--- src/depthwise_conv2d_forward_unit_assert.svh ---
// ---------------------------------------------------------------------------
// depthwise conv2d forward unit assertion macros
// concurrent checks that compile away when SYNTH is defined
// ---------------------------------------------------------------------------
`ifndef DEPTHWISE_CONV2D_FORWARD_UNIT_ASSERT_SVH
`define DEPTHWISE_CONV2D_FORWARD_UNIT_ASSERT_SVH
`ifndef SYNTH
// same-cycle implication
`define DWC_ASSERT_NOW(label, clk, rst, ante, cons) \
   label: assert property (@(posedge clk) disable iff (rst) (ante) |-> (cons)) \
      else $error("dwc check failed");
// next-cycle implication
`define DWC_ASSERT_NEXT(label, clk, rst, ante, cons) \
   label: assert property (@(posedge clk) disable iff (rst) (ante) |=> (cons)) \
      else $error("dwc check failed");
`else
`define DWC_ASSERT_NOW(label, clk, rst, ante, cons)
`define DWC_ASSERT_NEXT(label, clk, rst, ante, cons)
`endif
`endif

--- src/dwc_pkg.sv ---
// ---------------------------------------------------------------------------
// dwc_pkg
// shared codes, types and defaults of the depthwise conv2d forward unit
// ---------------------------------------------------------------------------
package dwc_pkg;

   // default sizes
   localparam int DEF_MAX_HEIGHT   = 256;
   localparam int DEF_MAX_WIDTH    = 256;
   localparam int DEF_MAX_CHANNELS = 64;
   localparam int DEF_MAX_KERNEL   = 7;
   localparam int DEF_WEIGHT_FRAC  = 14;

   // fixed widths
   localparam int POS_W = 14;   // signed window position
   localparam int ACC_W = 40;   // window accumulator
   localparam int K_W   = 3;    // kernel side counter

   // item actions
   localparam logic [1:0] ACT_WRITE_SAMPLE = 2'd0;
   localparam logic [1:0] ACT_LOAD_WEIGHT  = 2'd1;
   localparam logic [1:0] ACT_LOAD_BIAS    = 2'd2;
   localparam logic [1:0] ACT_COMPUTE      = 2'd3;

   // register indexes
   localparam logic [2:0] CSR_KSIDE     = 3'd0;
   localparam logic [2:0] CSR_STRIDE    = 3'd1;
   localparam logic [2:0] CSR_PAD       = 3'd2;
   localparam logic [2:0] CSR_IN_HEIGHT = 3'd3;
   localparam logic [2:0] CSR_IN_WIDTH  = 3'd4;

   // register reset values
   localparam logic [2:0] RST_KSIDE     = 3'd3;
   localparam logic [2:0] RST_STRIDE    = 3'd1;
   localparam logic [2:0] RST_PAD       = 3'd1;
   localparam logic [8:0] RST_IN_HEIGHT = 9'd256;
   localparam logic [8:0] RST_IN_WIDTH  = 9'd256;

   typedef enum logic [2:0] {
      ST_IDLE,
      ST_WALK,
      ST_DRAIN_A,
      ST_DRAIN_B,
      ST_FINISH
   } ctrl_state_type;

   typedef struct packed {
      logic [1:0]         action;
      logic [8:0]         row;
      logic [8:0]         col;
      logic [5:0]         channel;
      logic [5:0]         tap;
      logic signed [15:0] sample;
      logic signed [15:0] coefficient;
      logic signed [31:0] bias_value;
   } req_type;

   typedef struct packed {
      logic ready;      // take an item
      logic start;      // latch a compute item
      logic step;       // issue one kernel tap
      logic wrap;       // this tap ends a kernel row
      logic load_out;   // move the finished sum into the output register
   } cmd_type;

   typedef struct packed {
      logic           compute;
      logic           ch_ok;
      logic           k_zero;
      logic [K_W-1:0] k;
      logic           out_busy;
   } status_type;

endpackage

--- src/dwc_ctrl.sv ---
// ---------------------------------------------------------------------------
// dwc_ctrl
// sequencer: takes items, walks the kernel window, hands off the result
// ---------------------------------------------------------------------------
module dwc_ctrl (
   input  logic                 clock,
   input  logic                 reset,
   input  logic                 req_valid,
   input  dwc_pkg::status_type  status,
   output dwc_pkg::cmd_type     cmd
);

   dwc_pkg::ctrl_state_type state_ff, state_in;
   logic [dwc_pkg::K_W-1:0] kh_ff, kh_in;
   logic [dwc_pkg::K_W-1:0] kw_ff, kw_in;
   logic [dwc_pkg::K_W-1:0] k_last;
   logic                    row_end;
   logic                    win_end;

   assign k_last  = status.k - dwc_pkg::K_W'(1);
   assign row_end = (kw_ff == k_last);
   assign win_end = row_end && (kh_ff == k_last);

   // next state
   always_comb begin
      state_in = state_ff;
      unique case (state_ff)
         dwc_pkg::ST_IDLE: begin
            if (req_valid && status.compute) begin
               // bad channel or empty kernel goes straight to the result
               if (status.ch_ok && !status.k_zero) begin
                  state_in = dwc_pkg::ST_WALK;
               end else begin
                  state_in = dwc_pkg::ST_FINISH;
               end
            end
         end
         dwc_pkg::ST_WALK: begin
            if (win_end) begin
               state_in = dwc_pkg::ST_DRAIN_A;
            end
         end
         dwc_pkg::ST_DRAIN_A: state_in = dwc_pkg::ST_DRAIN_B;
         dwc_pkg::ST_DRAIN_B: state_in = dwc_pkg::ST_FINISH;
         dwc_pkg::ST_FINISH: begin
            if (!status.out_busy) begin
               state_in = dwc_pkg::ST_IDLE;
            end
         end
         default: state_in = dwc_pkg::ST_IDLE;
      endcase
   end

   // outputs
   always_comb begin
      cmd          = '0;
      cmd.ready    = (state_ff == dwc_pkg::ST_IDLE) && !reset;
      cmd.start    = (state_ff == dwc_pkg::ST_IDLE) && !reset && req_valid && status.compute;
      cmd.step     = (state_ff == dwc_pkg::ST_WALK);
      cmd.wrap     = (state_ff == dwc_pkg::ST_WALK) && row_end;
      cmd.load_out = (state_ff == dwc_pkg::ST_FINISH) && !status.out_busy;
   end

   // kernel row / column counters
   always_comb begin
      kh_in = kh_ff;
      kw_in = kw_ff;
      if (state_ff != dwc_pkg::ST_WALK) begin
         kh_in = '0;
         kw_in = '0;
      end else if (row_end) begin
         kw_in = '0;
         kh_in = kh_ff + dwc_pkg::K_W'(1);
      end else begin
         kw_in = kw_ff + dwc_pkg::K_W'(1);
      end
   end

   always_ff @(posedge clock) begin
      if (reset) begin
         state_ff <= dwc_pkg::ST_IDLE;
         kh_ff    <= '0;
         kw_ff    <= '0;
      end else begin
         state_ff <= state_in;
         kh_ff    <= kh_in;
         kw_ff    <= kw_in;
      end
   end

endmodule

--- config.mk ---
export PLATFORM = sky130hd
export DESIGN_NAME = dwc_ctrl
export DESIGN_NICKNAME = d
export VERILOG_FILES = /design/src/depthwise_conv2d_forward_unit_assert.svh /design/src/dwc_pkg.sv /design/src/dwc_ctrl.sv
export SDC_FILE = /design/constraint.sdc
export NUM_CORES = 1
export LEC_CHECK = 0
export ABC_AREA = 0
export BUFFER_PORTS_ARGS = -buffer_cell sky130_fd_sc_hd__buf_2
export CAP_MARGIN = 20
export CORE_AREA = 2 2 39 41
export CTS_BUF_LIST = sky130_fd_sc_hd__clkbuf_8
export CTS_CLUSTER_SIZE = 10
export DETAILED_ROUTE_END_ITERATION = 16
export DIE_AREA = 0 0 41 43
export PLACE_DENSITY = 0.66
export REMOVE_ABC_BUFFERS = 1
export SLEW_MARGIN = 20
export SYNTH_ARGS = -nofsm -noshare
export SYNTH_HDL_FRONTEND = slang
export SYNTH_SLANG_ARGS = --single-unit
--- constraint.sdc ---
create_clock -name clock -period 1.65 [get_ports clock]
set_input_delay 0 -clock clock [delete_from_list [all_inputs] [get_ports clock]]
set_output_delay 0 -clock clock [all_outputs]
set_load 0.02 [all_outputs]
==> impl_metrics.ini, run 1 <==
[status]
status = completed

[setup_path]
cp-start-kind = flop
cp.required_ns = 1.65
reg2reg_from = kw_ff[0]
crit_type = flop to output port
cp_max_fo = 4
r2r_setup_slack_ns = 0.33
startpoint = kw_ff[2]
worstPathArrival_ns = 1.40
cp-end-kind = output port

[global_routing]
grt.overflow.total = 0
met2_usage_pct = 18.8
grt_pass1_vias = 384
grtUsageMet1_pct = 20.2
use_met3_pct = 6.28
busiest_layer = met1
antenna_found_initial = 0
grt.total_usage_pct = 15.0
grt_max_degree = 10
grt_pass1_wl_um = 1690

[timing]
rsz0062_at_grt = no
finalHoldViolations = 0
fin_skew_ns = 0.00260
post-route-period-util_pct = 84.8
whs_ns = 0.0541
fmax_mhz = 715
fin_ws_ns = 0.252
worstMarginPinSlew_ns = 0.387
setup_viol = 0
finalSetupTns_ns = 0
finalMaxSlewViolations = 0
relSlewSlack_pct = 74.1
final.min_clock_period_ns = 1.40

[synthesis]
synth_edf_count = 0
synth_flop_cell = dfxtp_1
avgSynthCellArea_sq_um = 8.82
ys_warn_count = 0
synth_most_common_cell = dfxtp_1
ys_seq_area_share_pct = 31.0
synthCells = 66
synth_cell_types = 32
ys_top_cells_by_count = dfxtp_1 (9), nor2_1 (7), nand2_1 (5), a21oi_1 (4), inv_1 (4)
synth_top_area_share_pct = 31.0
yosys.area.top_type = dfxtp_1
synthTopCellsByArea = dfxtp_1 (31%), ha_1 (6.5%), xor2_2 (5.6%), nor2_1 (4.5%), xnor3_2 (4.1%)
synthArstFlopShare_pct = 0
synth_area_sq_um = 582
ys_ff_latch = 9

[drt]
routedWlPerCell_um = 11.0
vias = 492
drtPass1Iterations = 4
drc = 0
detail-route-antenna-nets = 0
viasPerCell = 4.97
wl_um = 1090
drt_iter0_drc = 9

[finish]
drive_gt1_share_pct = 27.7
antenna_cells = 0
syn_to_final_growth_pct = 23.0
fin_util_pct = 51.7
fillers = 135
fin_nets = 97

[pwr]
totalPowerFinal_mw = 0.559
p_per_area_nw_per_um2 = 781
ir_worst_vdd_mv = 0.393
p_leak_nw = 0.323

[placed_design]
place_hpwl_um = 849
port_buffers = 14
place_congestion = 0.810
pre_cts_ws_ns = 0.247

[floorplanning]
die_w_um = 41
die_h_um = 43
design.die.area_sq_um = 1760
core_area_sq_um = 1380
start_util_pct = 42.0
io_pins = 15
rows = 14

[min_path]
worstHoldPathType = input port to flop
worstHoldStart = status[0]

[run]
cap_violations = 0

[clocking]
clock-root-buffer = clkbuf_8
cts.path.max_buffers = 2
cts_sinks = 9
cts_buffers = 3
htreeDepth = 1
worstSkewPairLatency_ns = 0.23
clkTransAtPathRegs_ns = 0.05
cts_tree = done
==> layer usage <==
| layer | wire length (um) | share of wire, % |
|---|---|---|
| met1 | 538 | 49 |
| met5 | 0 | 0 |
| met3 | 57 | 5.2 |
| met4 | 18 | 1.7 |
| met2 | 475 | 44 |
==> where the power goes <==
part | total (mW) | switching, mW | internal (mW)
Combinational | 0.0849 | 0.0448 | 0.0400
Sequential | 0.229 | 0.00661 | 0.222
Clock | 0.246 | 0.0839 | 0.162
==> kinds of logic (layout without fill, tap and decap cells) <==
group	after synthesis	after routing	synth area share, %
xor+xnor	6	6	14.2
compound gates	12	12	13.1
buf+inv	6	23	4.52
fa+ha+maj	3	3	6.45
flops	9	9	31.0
simple gates	30	30	30.8
==> metrics by stage <==
| step | area [sq um] | instances |
|---|---|---|
| global placement | 661 | 94 |
| global route | 716 | 99 |
| detailed placement | 661 | 94 |
| CTS | 716 | 99 |
| finish | 716 | 99 |
| floorplan | 571 | 64 |
==> worst paths after layout <==
| kind | to | cells past startpoint |
|---|---|---|
| min | state_ff[2] | 3 |
| max | cmd[1] | 3 |
| max reg2reg | kh_ff[2] | 4 |
| min reg2reg | kw_ff[0] | 1 |
==> critical path, cell delays in order, from the launching register on <==
cell and delay (ns):
dfxtp_1 0.40, xnor3_2 0.39, and4_2 0.22, buf_2 0.15
==> cell type report <==
cell class	count	area (sq um)	share of cell area [%]
multi-input combinational	51	375	52.4
sequential	9	180	25.2
timing repair buffer	15	80.1	11.2
clock buffer	3	41.3	5.77
tap	16	20.0	2.80
inverter	4	15.0	2.10
clock inverter	1	3.75	0.524
==> layout by cell type, fill, tap and decap left out <==
| master | count |
|---|---|
| nand2_1 | 5 |
| a21oi_1 | 4 |
| and2_1 | 1 |
| a21o_1 | 1 |
| xor2_1 | 1 |
| nor3b_1 | 2 |
| clkbuf_8 | 3 |
| o21bai_1 | 1 |
| nand3b_1 | 1 |
| o21ai_0 | 3 |
| dlygate4sd3_1 | 1 |
| nor3_1 | 1 |
| a211oi_1 | 1 |
| dfxtp_1 | 9 |
| o211ai_1 | 1 |
| or3_1 | 1 |
| inv_1 | 5 |
| nand3_1 | 2 |
| a2111o_1 | 1 |
| ha_1 | 3 |
| nor4_1 | 2 |
| xnor3_2 | 1 |
| xnor2_1 | 2 |
| and4_2 | 1 |
| nand3_4 | 1 |
| nor2b_1 | 2 |
| and3_1 | 1 |
| buf_2 | 14 |
| nor2_1 | 7 |
| nor4b_1 | 1 |
| and3b_1 | 1 |
| and3_2 | 1 |
| xor2_2 | 2 |
==> what timing repair did <==
item / 4_1_cts / 5_1_grt
resized for setup: 0 / 0
buffers inserted: 0 / 0
hold buffers: 1 / 0
endpoints found under the hold margin: 1 / 0
==> sequential cells by signal (all words and copies together) (netlist names) <==
| signal | cells |
|---|---|
| kh_ff | 3 |
| kw_ff | 3 |
| state_ff | 3 |
Note: power is estimated with default switching activity, not from simulation.
==> run 2, diff against run 1 <==
PLACE_DENSITY = 0.69   (was 0.66)
clock period = 1.1 ns   (was 1.65 ns; I/O delays follow)
==> run 2 against run 1 <==
Against the previous run: the run now ends with setup timing left; power is 58% higher; flip-flop and latch count did not move; wire length grew 29%; first-iteration DRC count decreased by 22%; clock power up 50%; die area is the same; critical endpoint unchanged.
==> impl_metrics.ini, run 2 (synthesis results as in run 1) <==
[finish]
fin_nets = 107
layout_common_cells = buf_2 (12), buf_4 (9), nor2_1 (6), inv_1 (5)
antenna_cells = 0
drive_gt1_share_pct = 48.4
stdcell_count = 109
fillers = 119
reg_top3 = kh_ff (3), kw_ff (3), state_ff (3)
final_common_cell = buf_2
fin_util_pct = 64.0
syn_to_final_growth_pct = 52.3

[timing]
final.min_clock_period_ns = 1.18
fin_skew_ns = 0.00572
rsz0062_at_grt = yes
post-route-period-util_pct = 107
finalHoldViolations = 0
whs_ns = 0.0582
relSlewSlack_pct = 83.5
worstMarginPinSlew_ns = 0.244
setup_viol = 8
fmax_mhz = 847
finalMaxSlewViolations = 0
fin_ws_ns = -0.0804

[floorplanning]
die_w_um = 41
start_util_pct = 42.0
core_area_sq_um = 1380
die_h_um = 43
rows = 14
io_pins = 15
design.die.area_sq_um = 1760

[clocking]
htreeDepth = 1
worstSkewPairLatency_ns = 0.23
cts_buffers = 3
cts_tree = done
cts_sinks = 9
clock-root-buffer = clkbuf_8
clkTransAtPathRegs_ns = 0.05
cts.path.max_buffers = 2

[pwr]
p_per_area_nw_per_um2 = 998
ir_worst_vdd_mv = 0.749
totalPowerFinal_mw = 0.884
p_leak_nw = 0.401

[setup_path]
cp.required_ns = 1.10
cp_max_fo = 6
crit_type = flop to output port
cp-start-kind = flop
cp-end-kind = output port
worstPathArrival_ns = 1.18
cpPeakStageDelay_ns = 0.37
cpMaxStageDelayCell = dfxtp_4
path_cells = nor3b_2 -> and4_4 -> buf_6

[global_routing]
grt_pass1_vias = 527
antenna_found_initial = 0
grt_pass1_wl_um = 2100
grt_max_degree = 8
grt.overflow.total = 0
grt.total_usage_pct = 17.4

[drt]
drc = 0
routedWlPerCell_um = 12.9
drt_iter0_drc = 7
vias = 561
wl_um = 1410
drtPass1Iterations = 4
viasPerCell = 5.15
detail-route-antenna-nets = 0

[placed_design]
place_hpwl_um = 980
place_congestion = 0.773
port_buffers = 14
placedCellCount = 103

[status]
violations = setup timing
status = finished, violations left

[run]
cap_violations = 0

[min_path]
worstHoldPathType = input port to flop
-- run 2: cell count changes in the layout (fill, tap and decap cells not counted), sizes merged --
| cell | change |
|---|---|
| buf | +10 |
-- run 2: power breakdown --
| part | internal (mW) | switching (mW) |
|---|---|---|
| Sequential | 0.326 | 0.00963 |
| Clock | 0.243 | 0.126 |
| Combinational | 0.0910 | 0.0890 |
-- run 2: critical path: cells and delay by family, from the launching register on --
family	cells	cell delay [ns]
flops	1	0.37
simple gates	2	0.47
buf+inv	1	0.11
-- run 2: cell type report --
class                           count  area (sq um)  area share [%]
Timing Repair Buffer               25           171            19.4
Tap cell                           16          20.0            2.26
Inverter                            4          15.0            1.69
Multi-Input combinational cell     51           437            49.3
Clock inverter                      1          3.75           0.424
Sequential cell                     9           198            22.3
Clock buffer                        3          41.3            4.66
-- run 2: timing repair --
action	in CTS	in global routing
setup endpoints to repair	13	13
buffers inserted	0	1
gates resized for setup	19	8
gates cloned	0	0
pin swaps	8	5
hold buffers	1	0
endpoints found under the hold margin	1	0
-- run 2: path summary, 6_finish.rpt --
| check | from | endpoint | slack (ns) | cells after the start |
|---|---|---|---|---|
| setup reg to reg | kw_ff[2] | kh_ff[2] | -0.08 | 4 |
| setup / recovery | state_ff[2] | cmd[1] | -0.08 | 3 |
| hold reg to reg | kh_ff[1] | kh_ff[1] | 0.53 | 2 |
| hold / removal | status[0] | state_ff[2] | 0.06 | 3 |
-- run 2: metal layers --
metal / share of wire, % / up-vias / global-route usage [%]
met1: 43 / 265 / 23.3
met5: 0 / - / 0
met2: 53 / 9 / 26.3
met3: 4.1 / 0 / 7.85
met4: 0 / 0 / 2.00
li1: - / 287 / -
-- run 2: through the flow --
step / TNS [ns] / setup slack [ns] / area (sq um)
3_3_place_gp: -0.796 / -0.159 / 728
4_1_cts: -0.258 / -0.0804 / 852
2_1_floorplan: -0.995 / -0.398 / 571
5_1_grt: -0.947 / -0.123 / 886
3_5_place_dp: -1.20 / -0.246 / 728
6_report: -0.357 / -0.0804 / 886
